===== src/hdl/u2c_pkg.sv =====
`default_nettype none

package u2c_pkg;

  localparam logic [7:0]  LEAD_D0    = 8'd208;
  localparam logic [7:0]  LEAD_D1    = 8'd209;
  localparam logic [7:0]  YO_LOWER   = 8'd129;
  localparam logic [7:0]  YO_UPPER   = 8'd145;
  localparam logic [7:0]  LOW_FIRST  = 8'd128;
  localparam logic [7:0]  LOW_LAST   = 8'd143;
  localparam logic [7:0]  UP_FIRST   = 8'd176;
  localparam logic [7:0]  UP_LAST    = 8'd191;
  localparam logic [7:0]  CASE_SHIFT = 8'd32;
  localparam logic [7:0]  ASCII_A    = 8'h61;
  localparam logic [7:0]  ASCII_Z    = 8'h7a;
  localparam logic [31:0] CP_MAX     = 32'h0010_ffff;
  localparam logic [31:0] CP_CYR     = 32'h0000_0400;
  localparam logic [31:0] CP_OFFSET  = 32'h0000_0360;
  localparam logic [31:0] CP_BYTE    = 32'h0000_00ff;

  localparam int unsigned FIFO_DEPTH = 4;
  localparam int unsigned PTR_W      = $clog2(FIFO_DEPTH);
  localparam int unsigned MAX_RES    = 3;

  typedef struct packed {
    logic [7:0] text_byte;
    logic       fold_case;
    logic       end_of_text;
  } text_req_t;

  typedef struct packed {
    logic [7:0] glyph_code;
    logic       glyph_valid;
    logic       last_of_text;
  } glyph_req_t;

  typedef struct packed {
    logic [7:0] r;
    logic [7:0] ahead;
    logic       skip;
    logic       lead;
  } fold_res_t;

  typedef struct packed {
    logic [31:0] cp;
    logic        hit;
    logic [7:0]  code;
  } dec_res_t;

  function automatic fold_res_t fold_byte(input logic [7:0] h, input logic skip,
                                          input logic lead, input logic [7:0] ahead,
                                          input logic has_ahead);
    fold_res_t  f;
    logic [7:0] r;
    f.ahead = ahead;
    f.skip  = 1'b0;
    f.lead  = lead;
    f.r     = h;
    r       = h;
    if (skip) begin
      f.r = h;
    end else if (has_ahead && ((h == LEAD_D0 && ahead == YO_LOWER) ||
                               (h == LEAD_D1 && ahead == YO_UPPER))) begin
      f.ahead = YO_UPPER;
      f.skip  = 1'b1;
      f.r     = LEAD_D1;
    end else begin
      if (lead) begin
        if (h >= LOW_FIRST && h <= LOW_LAST) r = h + CASE_SHIFT;
        if (h >= UP_FIRST && h <= UP_LAST) r = h - CASE_SHIFT;
        f.lead = 1'b0;
      end
      if (h == LEAD_D0) f.lead = 1'b1;
      if (h == LEAD_D1) begin
        r      = LEAD_D0;
        f.lead = 1'b1;
      end
      if (r >= ASCII_A && r <= ASCII_Z) r = r - CASE_SHIFT;
      f.r = r;
    end
    return f;
  endfunction

  // glyph of a finished code point, hit low when nothing is shown
  function automatic logic [8:0] cp_glyph(input logic [31:0] cp, input logic pend);
    logic       hit;
    logic [7:0] g;
    hit = 1'b0;
    g   = cp[7:0];
    if (pend && cp <= CP_MAX) begin
      if (cp <= CP_BYTE) begin
        hit = (g != 8'd0);
      end else if (cp > CP_CYR) begin
        g   = cp[7:0] - CP_OFFSET[7:0];
        hit = (g != 8'd0);
      end
    end
    return {hit, g};
  endfunction

  function automatic dec_res_t dec_step(input logic [31:0] cp, input logic pend,
                                        input logic [7:0] ch);
    dec_res_t   d;
    logic [8:0] e;
    e      = cp_glyph(cp, pend);
    d.hit  = (ch[7:6] != 2'b10) && e[8];
    d.code = e[7:0];
    if (ch[7] == 1'b0) begin
      d.cp = {24'd0, ch};
    end else if (ch[6] == 1'b0) begin
      d.cp = {cp[25:0], ch[5:0]};
    end else if (ch[5] == 1'b0) begin
      d.cp = {27'd0, ch[4:0]};
    end else if (ch[4] == 1'b0) begin
      d.cp = {28'd0, ch[3:0]};
    end else begin
      d.cp = {29'd0, ch[2:0]};
    end
    return d;
  endfunction

endpackage

`default_nettype wire


===== src/hdl/utf8_to_cyrillic_byte_decoder_top.sv =====
// utf8 to cyrillic glyph decoder
// text channel: one utf-8 byte per request with fold_case and end_of_text;
//   accepted when text_valid is high and text_stall low
// font channel: one glyph request per decoded character, glyph_valid low for a
//   bare end marker, last_of_text on the final request of a string
// a byte may cause zero to three glyph requests; with fold_case high a byte is
//   held until the next one arrives, as its look-ahead
// an accepted byte is registered, then decoded into a four-entry result
//   queue once that queue holds at most one request; the queue drives the
//   font channel
// throughput: one byte per cycle while each byte yields at most one request
//   and font_stall is low; the queue drains one request per unstalled cycle,
//   so bursts of several requests stall the text side through text_stall
// reset: all string state, the input valid flag and the queue pointers are
//   cleared; text_stall and font_valid are low after reset
// a stalled font request holds; text_stall then rises once the queue holds two
`default_nettype none

module utf8_to_cyrillic_byte_decoder_top (
  input  wire logic               clk,
  input  wire logic               rst,
  input  wire logic               text_valid,
  output      logic               text_stall,
  input  wire u2c_pkg::text_req_t text_req,
  output      logic               font_valid,
  input  wire logic               font_stall,
  output      u2c_pkg::glyph_req_t font_req
);

  u2c_pkg::text_req_t  text_q;
  logic                text_q_valid;
  logic                text_q_valid_next;

  logic [7:0]          held_byte;
  logic                held_present;
  logic                skip_next_fold;
  logic                lead_seen;
  logic [31:0]         code_point;
  logic                code_pending;

  logic [7:0]          held_byte_next;
  logic                held_present_next;
  logic                skip_next_fold_next;
  logic                lead_seen_next;
  logic [31:0]         code_point_next;
  logic                code_pending_next;

  u2c_pkg::glyph_req_t fifo [u2c_pkg::FIFO_DEPTH];
  logic [u2c_pkg::PTR_W-1:0] wr_ptr;
  logic [u2c_pkg::PTR_W-1:0] rd_ptr;
  logic [u2c_pkg::PTR_W:0]   fill;

  u2c_pkg::glyph_req_t res [u2c_pkg::MAX_RES];
  logic [1:0]          n_res;
  logic                advance;
  logic                accept;
  logic                pop;

  assign advance    = text_q_valid && (fill <= (u2c_pkg::PTR_W+1)'(1));
  assign text_stall = text_q_valid && !advance;
  assign accept     = text_valid && !text_stall;
  assign font_valid = (fill != '0);
  assign font_req   = fifo[rd_ptr];
  assign pop        = font_valid && !font_stall;

  always_comb begin
    u2c_pkg::fold_res_t fr;
    u2c_pkg::dec_res_t  ds;
    logic [8:0]         e;
    logic [7:0]         b;
    logic               skip;
    logic               lead;
    logic [31:0]        cp;
    logic               pend;
    logic               present;
    fr      = '0;
    ds      = '0;
    e       = '0;
    b       = text_q.text_byte;
    skip    = skip_next_fold;
    lead    = lead_seen;
    cp      = code_point;
    pend    = code_pending;
    present = 1'b0;
    n_res   = 2'd0;
    for (int i = 0; i < u2c_pkg::MAX_RES; i++) begin
      res[i] = '0;
    end

    if (held_present) begin
      fr   = u2c_pkg::fold_byte(held_byte, skip, lead, b, 1'b1);
      b    = fr.ahead;
      skip = fr.skip;
      lead = fr.lead;
      ds   = u2c_pkg::dec_step(cp, pend, fr.r);
      if (ds.hit) begin
        res[n_res] = '{glyph_code: ds.code, glyph_valid: 1'b1, last_of_text: 1'b0};
        n_res      = n_res + 2'd1;
      end
      cp   = ds.cp;
      pend = 1'b1;
    end

    if (text_q.fold_case) begin
      present = 1'b1;
    end else begin
      ds = u2c_pkg::dec_step(cp, pend, b);
      if (ds.hit) begin
        res[n_res] = '{glyph_code: ds.code, glyph_valid: 1'b1, last_of_text: 1'b0};
        n_res      = n_res + 2'd1;
      end
      cp   = ds.cp;
      pend = 1'b1;
    end

    held_byte_next      = b;
    held_present_next   = present;
    skip_next_fold_next = skip;
    lead_seen_next      = lead;
    code_point_next     = cp;
    code_pending_next   = pend;

    if (text_q.end_of_text) begin
      if (present) begin
        fr   = u2c_pkg::fold_byte(b, skip, lead, 8'd0, 1'b0);
        ds   = u2c_pkg::dec_step(cp, pend, fr.r);
        if (ds.hit) begin
          res[n_res] = '{glyph_code: ds.code, glyph_valid: 1'b1, last_of_text: 1'b0};
          n_res      = n_res + 2'd1;
        end
        cp   = ds.cp;
        pend = 1'b1;
      end
      e = u2c_pkg::cp_glyph(cp, pend);
      if (e[8]) begin
        res[n_res] = '{glyph_code: e[7:0], glyph_valid: 1'b1, last_of_text: 1'b0};
        n_res      = n_res + 2'd1;
      end
      if (n_res == 2'd0) begin
        res[0] = '{glyph_code: 8'd0, glyph_valid: 1'b0, last_of_text: 1'b1};
        n_res  = 2'd1;
      end else begin
        res[n_res - 2'd1].last_of_text = 1'b1;
      end
      held_byte_next      = 8'd0;
      held_present_next   = 1'b0;
      skip_next_fold_next = 1'b0;
      lead_seen_next      = 1'b0;
      code_point_next     = 32'd0;
      code_pending_next   = 1'b0;
    end
  end

  always_comb begin
    text_q_valid_next = text_q_valid;
    if (accept) begin
      text_q_valid_next = 1'b1;
    end else if (advance) begin
      text_q_valid_next = 1'b0;
    end
  end

  always_ff @(posedge clk) begin
    if (accept) begin
      text_q <= text_req;
    end
  end

  always_ff @(posedge clk) begin
    if (rst) begin
      text_q_valid   <= 1'b0;
      held_byte      <= 8'd0;
      held_present   <= 1'b0;
      skip_next_fold <= 1'b0;
      lead_seen      <= 1'b0;
      code_point     <= 32'd0;
      code_pending   <= 1'b0;
    end else begin
      text_q_valid <= text_q_valid_next;
      if (advance) begin
        held_byte      <= held_byte_next;
        held_present   <= held_present_next;
        skip_next_fold <= skip_next_fold_next;
        lead_seen      <= lead_seen_next;
        code_point     <= code_point_next;
        code_pending   <= code_pending_next;
      end
    end
  end

  // result queue
  always_ff @(posedge clk) begin
    if (advance) begin
      for (int i = 0; i < u2c_pkg::MAX_RES; i++) begin
        if (2'(i) < n_res) begin
          fifo[wr_ptr + u2c_pkg::PTR_W'(i)] <= res[i];
        end
      end
    end
  end

  always_ff @(posedge clk) begin
    if (rst) begin
      wr_ptr <= '0;
      rd_ptr <= '0;
      fill   <= '0;
    end else begin
      if (advance) begin
        wr_ptr <= wr_ptr + u2c_pkg::PTR_W'(n_res);
      end
      if (pop) begin
        rd_ptr <= rd_ptr + u2c_pkg::PTR_W'(1);
      end
      fill <= fill + (advance ? (u2c_pkg::PTR_W+1)'(n_res) : '0)
                   - (pop ? (u2c_pkg::PTR_W+1)'(1) : '0);
    end
  end

endmodule

`default_nettype wire


===== config.mk =====
export PLATFORM = sky130hd
export DESIGN_NAME = utf8_to_cyrillic_byte_decoder_top
export DESIGN_NICKNAME = d
export VERILOG_FILES = /design/src/hdl/u2c_pkg.sv /design/src/hdl/utf8_to_cyrillic_byte_decoder_top.sv
export SDC_FILE = /design/constraint.sdc
export NUM_CORES = 1
export LEC_CHECK = 0
export ABC_AREA = 1
export BUFFER_PORTS_ARGS = -buffer_cell sky130_fd_sc_hd__clkbuf_2
export CAP_MARGIN = 20
export CORE_ASPECT_RATIO = 1.2
export CORE_MARGIN = 1.5
export CORE_UTILIZATION = 42
export CTS_CLUSTER_SIZE = 30
export DETAILED_ROUTE_END_ITERATION = 6
export PLACE_DENSITY_LB_ADDON = 0.12
export SYNTH_ARGS = -nofsm -noshare
export SYNTH_HDL_FRONTEND = slang
export SYNTH_SLANG_ARGS = --single-unit
export TNS_END_PERCENT = 20

===== constraint.sdc =====
create_clock -name clk -period 8.6 [get_ports clk]
set_input_delay 0.86 -clock clk [delete_from_list [all_inputs] [get_ports clk]]
set_output_delay 0.86 -clock clk [all_outputs]
set_load 0.005 [all_outputs]

======== After elaboration in Yosys (flattened, before gate mapping) ========
Memories as Yosys holds them, arrays and structs flattened. A register that Yosys moved wholly into a read port is not among the register bits.
Cells that the tools add are included.
storage, ports and cells
  register bits ........................... 62
  bits in writable memories ............... 40
  input bits .............................. 14
  output and inout bits ................... 12
  logic and storage cells ................. 260
  memories kept ........................... 1
memories
  memory  words  width  rd ports  clocked after memory_dff  write ports  RTL line                                 text
  fifo    4      10     1         1                         3            utf8_to_cyrillic_byte_decoder_top.sv:48  u2c_pkg::glyph_req_t fifo [u2c_pkg::FIFO_DEPTH];
cells by class
  add/subtract/negate cells ............... 20
  $lt $le $gt $ge ......................... 36
  equality and inequality tests ........... 8
  mux-type cells .......................... 140
  bitwise gates (word level) .............. 4
  reductions and logical operators ........ 38
operators with widths
  kind                                                                     count
  32-bit 2-to-1 mux                                                        11
  8-bit 2-to-1 mux                                                         40
  30-bit 2-to-1 mux                                                        8
  32-bit by 11-bit > comparator with 1-bit output, second input constant   4
  32-bit by 21-bit <= comparator with 1-bit output, second input constant  4
  32-bit by 8-bit <= comparator with 1-bit output, second input constant   4
  30-bit bitwise mux                                                       4
  10-bit demux with 2-bit select                                           4
  10-bit 2-to-1 mux                                                        7
  8-bit nonzero test                                                       8
  1-bit 2-to-1 mux                                                         46
  8-bit equality test, second input constant                               5
  8-bit >= comparator, second input constant                               4
  8-bit <= comparator, second input constant                               4
  8-bit by 6-bit subtractor with 8-bit output, second input constant       4
  8-bit by 7-bit subtractor with 8-bit output, second input constant       4
  2-bit 2-to-1 mux                                                         12
  1-bit logical AND                                                        23
  20-bit 2-to-1 mux                                                        1
  8-bit by 6-bit adder with 8-bit output, second input constant            2
  8-bit by 7-bit >= comparator with 1-bit output, second input constant    2
  8-bit by 7-bit <= comparator with 1-bit output, second input constant    2
  5-bit 2-to-1 mux                                                         3
  3-bit >= comparator, second input constant                               4
  other kinds (19)                                                         36

======== Logic depth before layout (Yosys ltp) ========
Gate-level depths: netlist of the first run.
  depth after elaboration ................. 46
  gate-level depth with buffers ........... 48
  mapped depth without buffers ............ 47

======== Least setup slack after synthesis of the first run ========
Ideal clock, no wire load.
  path type ............................... register to register
  from .................................... register held_byte[6]
  to ...................................... register fill[2] (netlist bit)
  setup time .............................. 120 ps
  data arrival time ....................... 6028 ps
  required time ........................... 8480 ps
  path slack .............................. 2452 ps
  stages on the path, launching flop included .. 45
  buffers on the path ..................... 0
  clock period less this slack ............ 6148 ps
  cell sequence ........................... dfxtp_1 > inv_1 > ha_1 > inv_1 > nor2_1 > nand2_1 > nand2_1 > nand2_1 > nand2_1 > nand2_1 > ha_1 > inv_1 > nand3_2 > nand3_2 > nand3_1 > nand3_1 > nand2_1 > ha_1 > [9 not listed] > inv_1 > ha_1 > nand2_1 > nand3b_1 > nand2_2 > inv_2 > ha_1 > nand3_1 > nand3_2 > nor2_2 > nor2_4 > nand2_1 > ha_1 > inv_1 > ha_1 > fa_1 > o21ai_0 > a21oi_1
on the way
  word-level cells in the longest chain between the ends .. 43
  elaborated cells between the ends (all ways) .. 134
  classes of those cells .................. add/sub (14); order compare (21); eq/ne (6); mux (71); reduce/logical (22)
ends and longest elaborated chain
  what                                                          RTL line                                  text
  start, declared                                               utf8_to_cyrillic_byte_decoder_top.sv:34   logic [7:0] held_byte;
  start signal, assigned                                        utf8_to_cyrillic_byte_decoder_top.sv:181  held_byte <= held_byte_next;
  branches (longest 39 deep; another with 8-bit >= comparator)  -
  2-bit 2-to-1 mux (*)                                          utf8_to_cyrillic_byte_decoder_top.sv:123  if (text_q.end_of_text) begin
  2-bit 2-to-1 mux (*)                                          utf8_to_cyrillic_byte_decoder_top.sv:214  fill <= fill + (advance ? (u2c_pkg::PTR_W+1)'(n_res) : '0)
  3-bit by 2-bit adder with 3-bit output (*)                    utf8_to_cyrillic_byte_decoder_top.sv:214
  3-bit by 1-bit subtractor with 3-bit output (*)               utf8_to_cyrillic_byte_decoder_top.sv:215  - (pop ? (u2c_pkg::PTR_W+1)'(1) : '0);
  end signal, assigned                                          utf8_to_cyrillic_byte_decoder_top.sv:214
  end, declared                                                 utf8_to_cyrillic_byte_decoder_top.sv:51   logic [u2c_pkg::PTR_W:0] fill;
Every way passes the cells marked *. The select of a mux whose other input is x is not followed.
A chain may end at the register's enable or synchronous reset.

==> results of run 1 <==
[how the worst max path moves through the flow]
stage / from / to / slack (ns) / cells past startpoint
floorplan: held_byte[6]$_SDFFE_PP0P_ / fill[2]$_SDFF_PP0_ / 2.45 / 44
global placement: held_byte[6]$_SDFFE_PP0P_ / fifo[1][8]$_DFFE_PP_ / 1.60 / 40
detailed placement: held_byte[6]$_SDFFE_PP0P_ / fifo[1][1]$_DFFE_PP_ / 1.35 / 40
CTS: held_byte[6]$_SDFFE_PP0P_ / fifo[1][7]$_DFFE_PP_ / 1.32 / 40
global route: held_byte[6]$_SDFFE_PP0P_ / fifo[1][7]$_DFFE_PP_ / 0.48 / 41
finish: held_byte[6]$_SDFFE_PP0P_ / fifo[1][7]$_DFFE_PP_ / 1.30 / 40
[area by class of cell]
type	count	area share
Timing Repair Buffer	36	0.0222
Clock buffer	9	0.0227
Sequential cell	104	0.260
Inverter	151	0.0571
Clock inverter	7	0.00718
Multi-Input combinational cell	1244	0.596
Tap cell	274	0.0345
[worst max-delay path, delay by kind of cell (launching register included)]
family | cells | cell delay [ns]
AOI/OAI and AO/OA | 2 | 0.40
DFF | 1 | 0.46
adders and majority gates | 5 | 1.52
and+or+nand+nor | 25 | 3.70
buffers and inverters | 8 | 0.87
[state kept, by name (all words and copies together), names as in the netlist, named ones only]
| name | cells |
|---|---|
| fifo | 40 |
| code_point | 32 |
| text_q | 10 |
| held_byte | 8 |
| fill | 3 |
| rd_ptr | 2 |
| wr_ptr | 2 |
| code_pending | 1 |
| held_present | 1 |
| lead_seen | 1 |
| skip_next_fold | 1 |
| text_q_valid | 1 |
[through the flow]
| stage | setup WS, ns | std cells | cell area (µm²) | utilization |
|---|---|---|---|---|
| 2_1_floorplan | 2.45 | 1559 | 9350 | - |
| 3_3_place_gp | 1.60 | 1808 | 9610 | 0.441 |
| 3_5_place_dp | 1.35 | 1808 | 9610 | 0.441 |
| 4_1_cts | 1.32 | 1824 | 9910 | 0.455 |
| 5_1_grt | 0.484 | 1825 | 9930 | 0.456 |
| 6_report | 1.30 | 1825 | 9930 | 0.456 |
[power breakdown]
part | switching (mW) | total, mW | internal (mW)
clock network | 0.223 | 0.429 | 0.207
logic | 0.471 | 0.671 | 0.200
registers | 0.0313 | 0.606 | 0.575
total | 0.725 | 1.71 | 0.982
[cell families (layout without fill, tap and decap cells)]
| kind of cell | count (synthesis) | after routing | share of synthesized area |
|---|---|---|---|
| adder cells (fa/ha/maj) | 25 | 25 | 0.0343 |
| buffers and inverters | 211 | 203 | 0.0906 |
| flip-flops | 104 | 104 | 0.276 |
| AO/OA/AOI/OAI | 168 | 168 | 0.0994 |
| XOR/XNOR | 8 | 8 | 0.00830 |
| multiplexers | 1 | 1 | 0.00107 |
| AND/OR/NAND/NOR | 1042 | 1042 | 0.490 |
[layout by cell type (no fill, tap or decap), types with 3 or more instances in the layout]
cell type and count:
and2_1 3, nand2_1 592, nand3_4 3, ha_1 24, nand3_1 175, inv_1 130
a21oi_1 68, buf_4 10, o22ai_1 13, dfxtp_1 54, nand2_4 3, or2_2 5
a211oi_1 5, a21oi_2 4, nor2_8 3, nand4_1 24, nor2_4 3, clkinv_1 6
nor2_2 7, clkbuf_2 25, nor4_1 8, clkbuf_16 9, inv_2 16, xor2_1 5
nor3_1 8, nand3b_1 20, inv_8 3, nor2_1 163, nand3_2 9, o21ai_0 61
edfxtp_1 50, nand2_2 9, o21ai_1 4
[per-layer routing]
layer	up-vias	track usage	part of all wire
met3	85	0.0250	0.044
met5	-	0	0
li1	5035	-	-
met1	4484	0.309	0.41
met2	300	0.468	0.49
met4	0	0.151	0.052
==> flow_summary.json, run 1 <==
{
  "synth_top_area_cell": "nand2_1",
  "antenna_found_initial": 0,
  "fin_worst_skew_ns": 0.0135,
  "antenna_cells": 0,
  "pin_count": 26,
  "die_height_um": 166,
  "arrival_ns": 7.31,
  "syn-num-nets": 1598,
  "yosys-top-cells-area": "nand2_1 24%, edfxtp_1 16%, dfxtp_1 12%, nand3_1 9.4%, nor2_1 6.6%",
  "final.period_utilization": 0.849,
  "timing.setup.tns_ns": 0,
  "total_power_mw": 1.71,
  "p_per_area_nw_per_um2": 172,
  "synth.top_cell.area_share": 0.238,
  "cpMaxStageDelayCell": "dfxtp_1",
  "hold_path_startpoint": "rd_ptr[1]$_SDFFE_PP0P_",
  "post_cts_buffers": 0,
  "numPortBuffers": 25,
  "clock_latency_ns": 0.38,
  "worstSetupPathType": "flip-flop to flip-flop",
  "ys_ff_latch": 104,
  "setup_viol": 0,
  "hold-path-endpoint": "rd_ptr[1]$_SDFFE_PP0P_",
  "worstRegToRegCells": 40,
  "seq_area_frac_synth": 0.276,
  "multi_input_area_um2": 5920,
  "area_growth_pct": 6.22,
  "nets": 1585,
  "rsz0062_at_grt": "false",
  "violations": "design-rule violations",
  "drt-initial-drc-count": 706,
  "r2r_slack_ns": 1.30,
  "yosysUniqueCellTypes": 53,
  "finalHoldViolations": 0,
  "grt_pass1_wl_um": 48700,
  "r2r-end": "fifo[1][7]$_DFFE_PP_",
  "holdWs_ns": 0.476,
  "grt_pass1_vias": 9287,
  "wl_um": 30200,
  "yosys_most_used_dff": "dfxtp_1",
  "startpoint_type": "flip-flop",
  "register_area_um2": 2580,
  "viasPerCell": 5.43,
  "cp_max_fo": 29,
  "synth_edf_count": 50,
  "async_flop_share": 0,
  "core_um2": 21800,
  "yosysWarnings": 0,
  "die_area_um2": 23200,
  "fillers": 2426,
  "cts_root_buffer": "clkbuf_16",
  "grt_max_degree": 58,
  "vias": 9904,
  "wire_per_inst_um": 16.6,
  "min_path_type": "flip-flop to flip-flop",
  "clock.fmax_ghz": 0.137,
  "r2r-start": "held_byte[6]$_SDFFE_PP0P_",
  "drive_gt1_frac": 0.0761,
  "dr.pass1.iters": 7,
  "yosysMostFrequentCell": "nand2_1",
  "vdd_ir_drop_max_v": 0.000105,
  "cap_violations": 0,
  "hold_depth": 2,
  "start_util": 0.429,
  "worst_path_most_repeated_cell": "nand2_1",
  "avgSynthCellArea_um2": 6.00,
  "grt_overflow": 0,
  "rows": 59,
  "cp_slowest_stage_delay_ns": 0.46,
  "leakage_nw": 4.84,
  "slew_violations": 0,
  "clk_path_buf_depth": 2,
  "slew_headroom": 0.274,
  "htreeDepth": 3,
  "grt_util_all_layers": 0.263,
  "path_clk_slew_ns": 0.08,
  "cts_buffers": 9,
  "max_slew.worst_pin.slew_ns": 1.08,
  "end_kind": "flip-flop",
  "detailed_place_hpwl_um": 23500,
  "synthTopCellsByCount": "592 x nand2_1, 175 x nand3_1, 164 x nor2_1, 130 x inv_1, 68 x a21oi_1",
  "syn_inst": 1559,
  "worst_ep_required_time_ns": 8.61,
  "cts_hold_buffers": 0,
  "cts.sinks": 104,
  "syn_area_um2": 9350,
  "cts_tree": "yes",
  "cts_resized": 0,
  "detail-route-antenna-nets": 0,
  "finalCriticalPeriod_ns": 7.30,
  "gp_congestion": 0.950,
  "status": "finished, violations left",
  "dieWidth_um": 139,
  "drc": 2
}
(Power assumes the default switching activity.)
==> inputs of run 2 (changes only) <==
==> constraint.sdc (replaced) <==
create_clock -name clk -period 5.9 [get_ports clk]
set_input_delay 0.59 -clock clk [delete_from_list [all_inputs] [get_ports clk]]
set_output_delay 0.59 -clock clk [all_outputs]
set_load 0.005 [all_outputs]
==> flow_summary.json, run 2 (same netlist as run 1, synthesis figures left out) <==
{
  "status": "finished, violations left",
  "violations": "design-rule violations",
  "grt_overflow": 0,
  "fin_worst_skew_ns": 0.0160,
  "path_buf_inv": 10,
  "max_slew.worst_pin.slew_ns": 0.818,
  "r2r-start": "held_byte[6]$_SDFFE_PP0P_",
  "finalHoldViolations": 0,
  "end_kind": "flip-flop",
  "dr.pass1.iters": 7,
  "grt_max_degree": 49,
  "startpoint_type": "flip-flop",
  "core_um2": 21800,
  "arrival_ns": 6.14,
  "start_util": 0.429,
  "drive_gt1_frac": 0.187,
  "p_per_area_nw_per_um2": 230,
  "worst_path_most_repeated_cell": "nand2_1",
  "leakage_nw": 5.51,
  "total_power_mw": 2.60,
  "endpoint": "fill[1]$_SDFF_PP0_",
  "gp_congestion": 0.963,
  "path_clk_slew_ns": 0.08,
  "final.period_utilization": 0.986,
  "top_regs": "fifo: 40 flops, code_point: 32 flops, text_q: 10 flops",
  "cts_root_buffer": "clkbuf_16",
  "die_height_um": 166,
  "clock.fmax_ghz": 0.172,
  "clock_latency_ns": 0.37,
  "area_growth_pct": 20.9,
  "path_depth": 47,
  "grt_util_all_layers": 0.274,
  "cp-startpoint": "held_byte[6]$_SDFFE_PP0P_",
  "holdWs_ns": 0.390,
  "crit_family": "simple AND/OR/NAND/NOR gates",
  "numPortBuffers": 25,
  "cp_slowest_stage_delay_ns": 0.53,
  "viasPerCell": 5.36,
  "slew_headroom": 0.451,
  "vdd_ir_drop_max_v": 0.000152,
  "clk_path_buf_depth": 2,
  "detailed_place_hpwl_um": 24000,
  "timing.setup.tns_ns": 0,
  "cts.sinks": 104,
  "wire_per_inst_um": 16.1,
  "hold_depth": 1,
  "finalCriticalPeriod_ns": 5.82,
  "worstSetupPathType": "flip-flop to flip-flop",
  "regMostFlops": "fifo",
  "grt_pass1_wl_um": 50800,
  "final_cell_mix": "573 x nand2_1, 169 x nand3_1, 149 x nor2_1, 126 x buf_4, 118 x inv_1",
  "rows": 59,
  "cts_hold_buffers": 0,
  "dieWidth_um": 139,
  "layout_commonest_cell": "nand2_1",
  "cts_tree": "yes",
  "vias": 10500,
  "antenna_found_initial": 0,
  "detail-route-antenna-nets": 0,
  "worstRegToRegCells": 47,
  "pin_count": 26,
  "worst_ep_required_time_ns": 6.22,
  "nets": 1710,
  "cap_violations": 0,
  "die_area_um2": 23200,
  "htreeDepth": 3,
  "cts_buffers": 9,
  "cpMaxStageDelayCell": "fa_2",
  "min_path_type": "input pin to flip-flop",
  "drt-initial-drc-count": 860,
  "drc": 9,
  "setup_viol": 0,
  "wl_um": 31500,
  "rsz0062_at_grt": "true",
  "r2r-end": "fill[1]$_SDFF_PP0_",
  "antenna_cells": 0,
  "largest_register_ffs": 40,
  "cp_max_fo": 5,
  "slew_violations": 0,
  "grt_pass1_vias": 10000,
  "r2r_slack_ns": 0.08
}
run 2: metrics by stage:
stage	std cells	utilization	area (µm²)	setup WS (ns)
after CTS	1940	0.502	10900	-0.00819
after global routing	1950	0.519	11300	-0.237
after global placement	1897	0.476	10400	0.0244
final	1950	0.519	11300	0.0808
after floorplan	1559	-	9360	0.00141
after detailed placement	1897	0.476	10400	-0.134
run 2: worst min path at each step:
stage / startpoint / endpoint
floorplan: rd_ptr[1]$_SDFFE_PP0P_ / flip-flop
global placement: rd_ptr[1]$_SDFFE_PP0P_ / rd_ptr[1]$_SDFFE_PP0P_
detailed placement: rd_ptr[1]$_SDFFE_PP0P_ / rd_ptr[1]$_SDFFE_PP0P_
CTS: text_req[4] / text_q[4]$_DFFE_PP_
global route: text_req[0] / text_q[0]$_DFFE_PP_
finish: text_req[4] / text_q[4]$_DFFE_PP_
run 2: power by group:
group          switching (mW)  internal [mW]  leakage (nW)
Clock                   0.315          0.298         0.142
Combinational           0.733          0.378          4.46
Sequential             0.0370          0.837         0.905
Total                    1.09           1.51          5.51
run 2: layout make-up:
class,instances,area [µm²]
clock buffers,10,229
clock inverters,6,62.6
fillers,2245,10500
inverters,151,574
multi-input cells,1244,6240
flip-flops and latches,104,2580
well taps,274,343
repair buffers,161,1270
run 2: layer usage:
layer | share of wire | vias to the layer above | GRT usage | wire length, µm
li1 | - | 5290 | - | -
met1 | 0.41 | 4708 | 0.308 | 12800
met2 | 0.51 | 365 | 0.506 | 15900
met3 | 0.046 | 87 | 0.0339 | 1450
met4 | 0.043 | 0 | 0.140 | 1340
met5 | 0 | - | 0 | 0
run 2: repair_timing:
action                                  4_1_cts  5_1_grt
pin swaps                                    17       46
gates resized for setup                      14       74
buffers inserted                             26       10
gates cloned                                  1        1
endpoints found under the setup margin       12       85
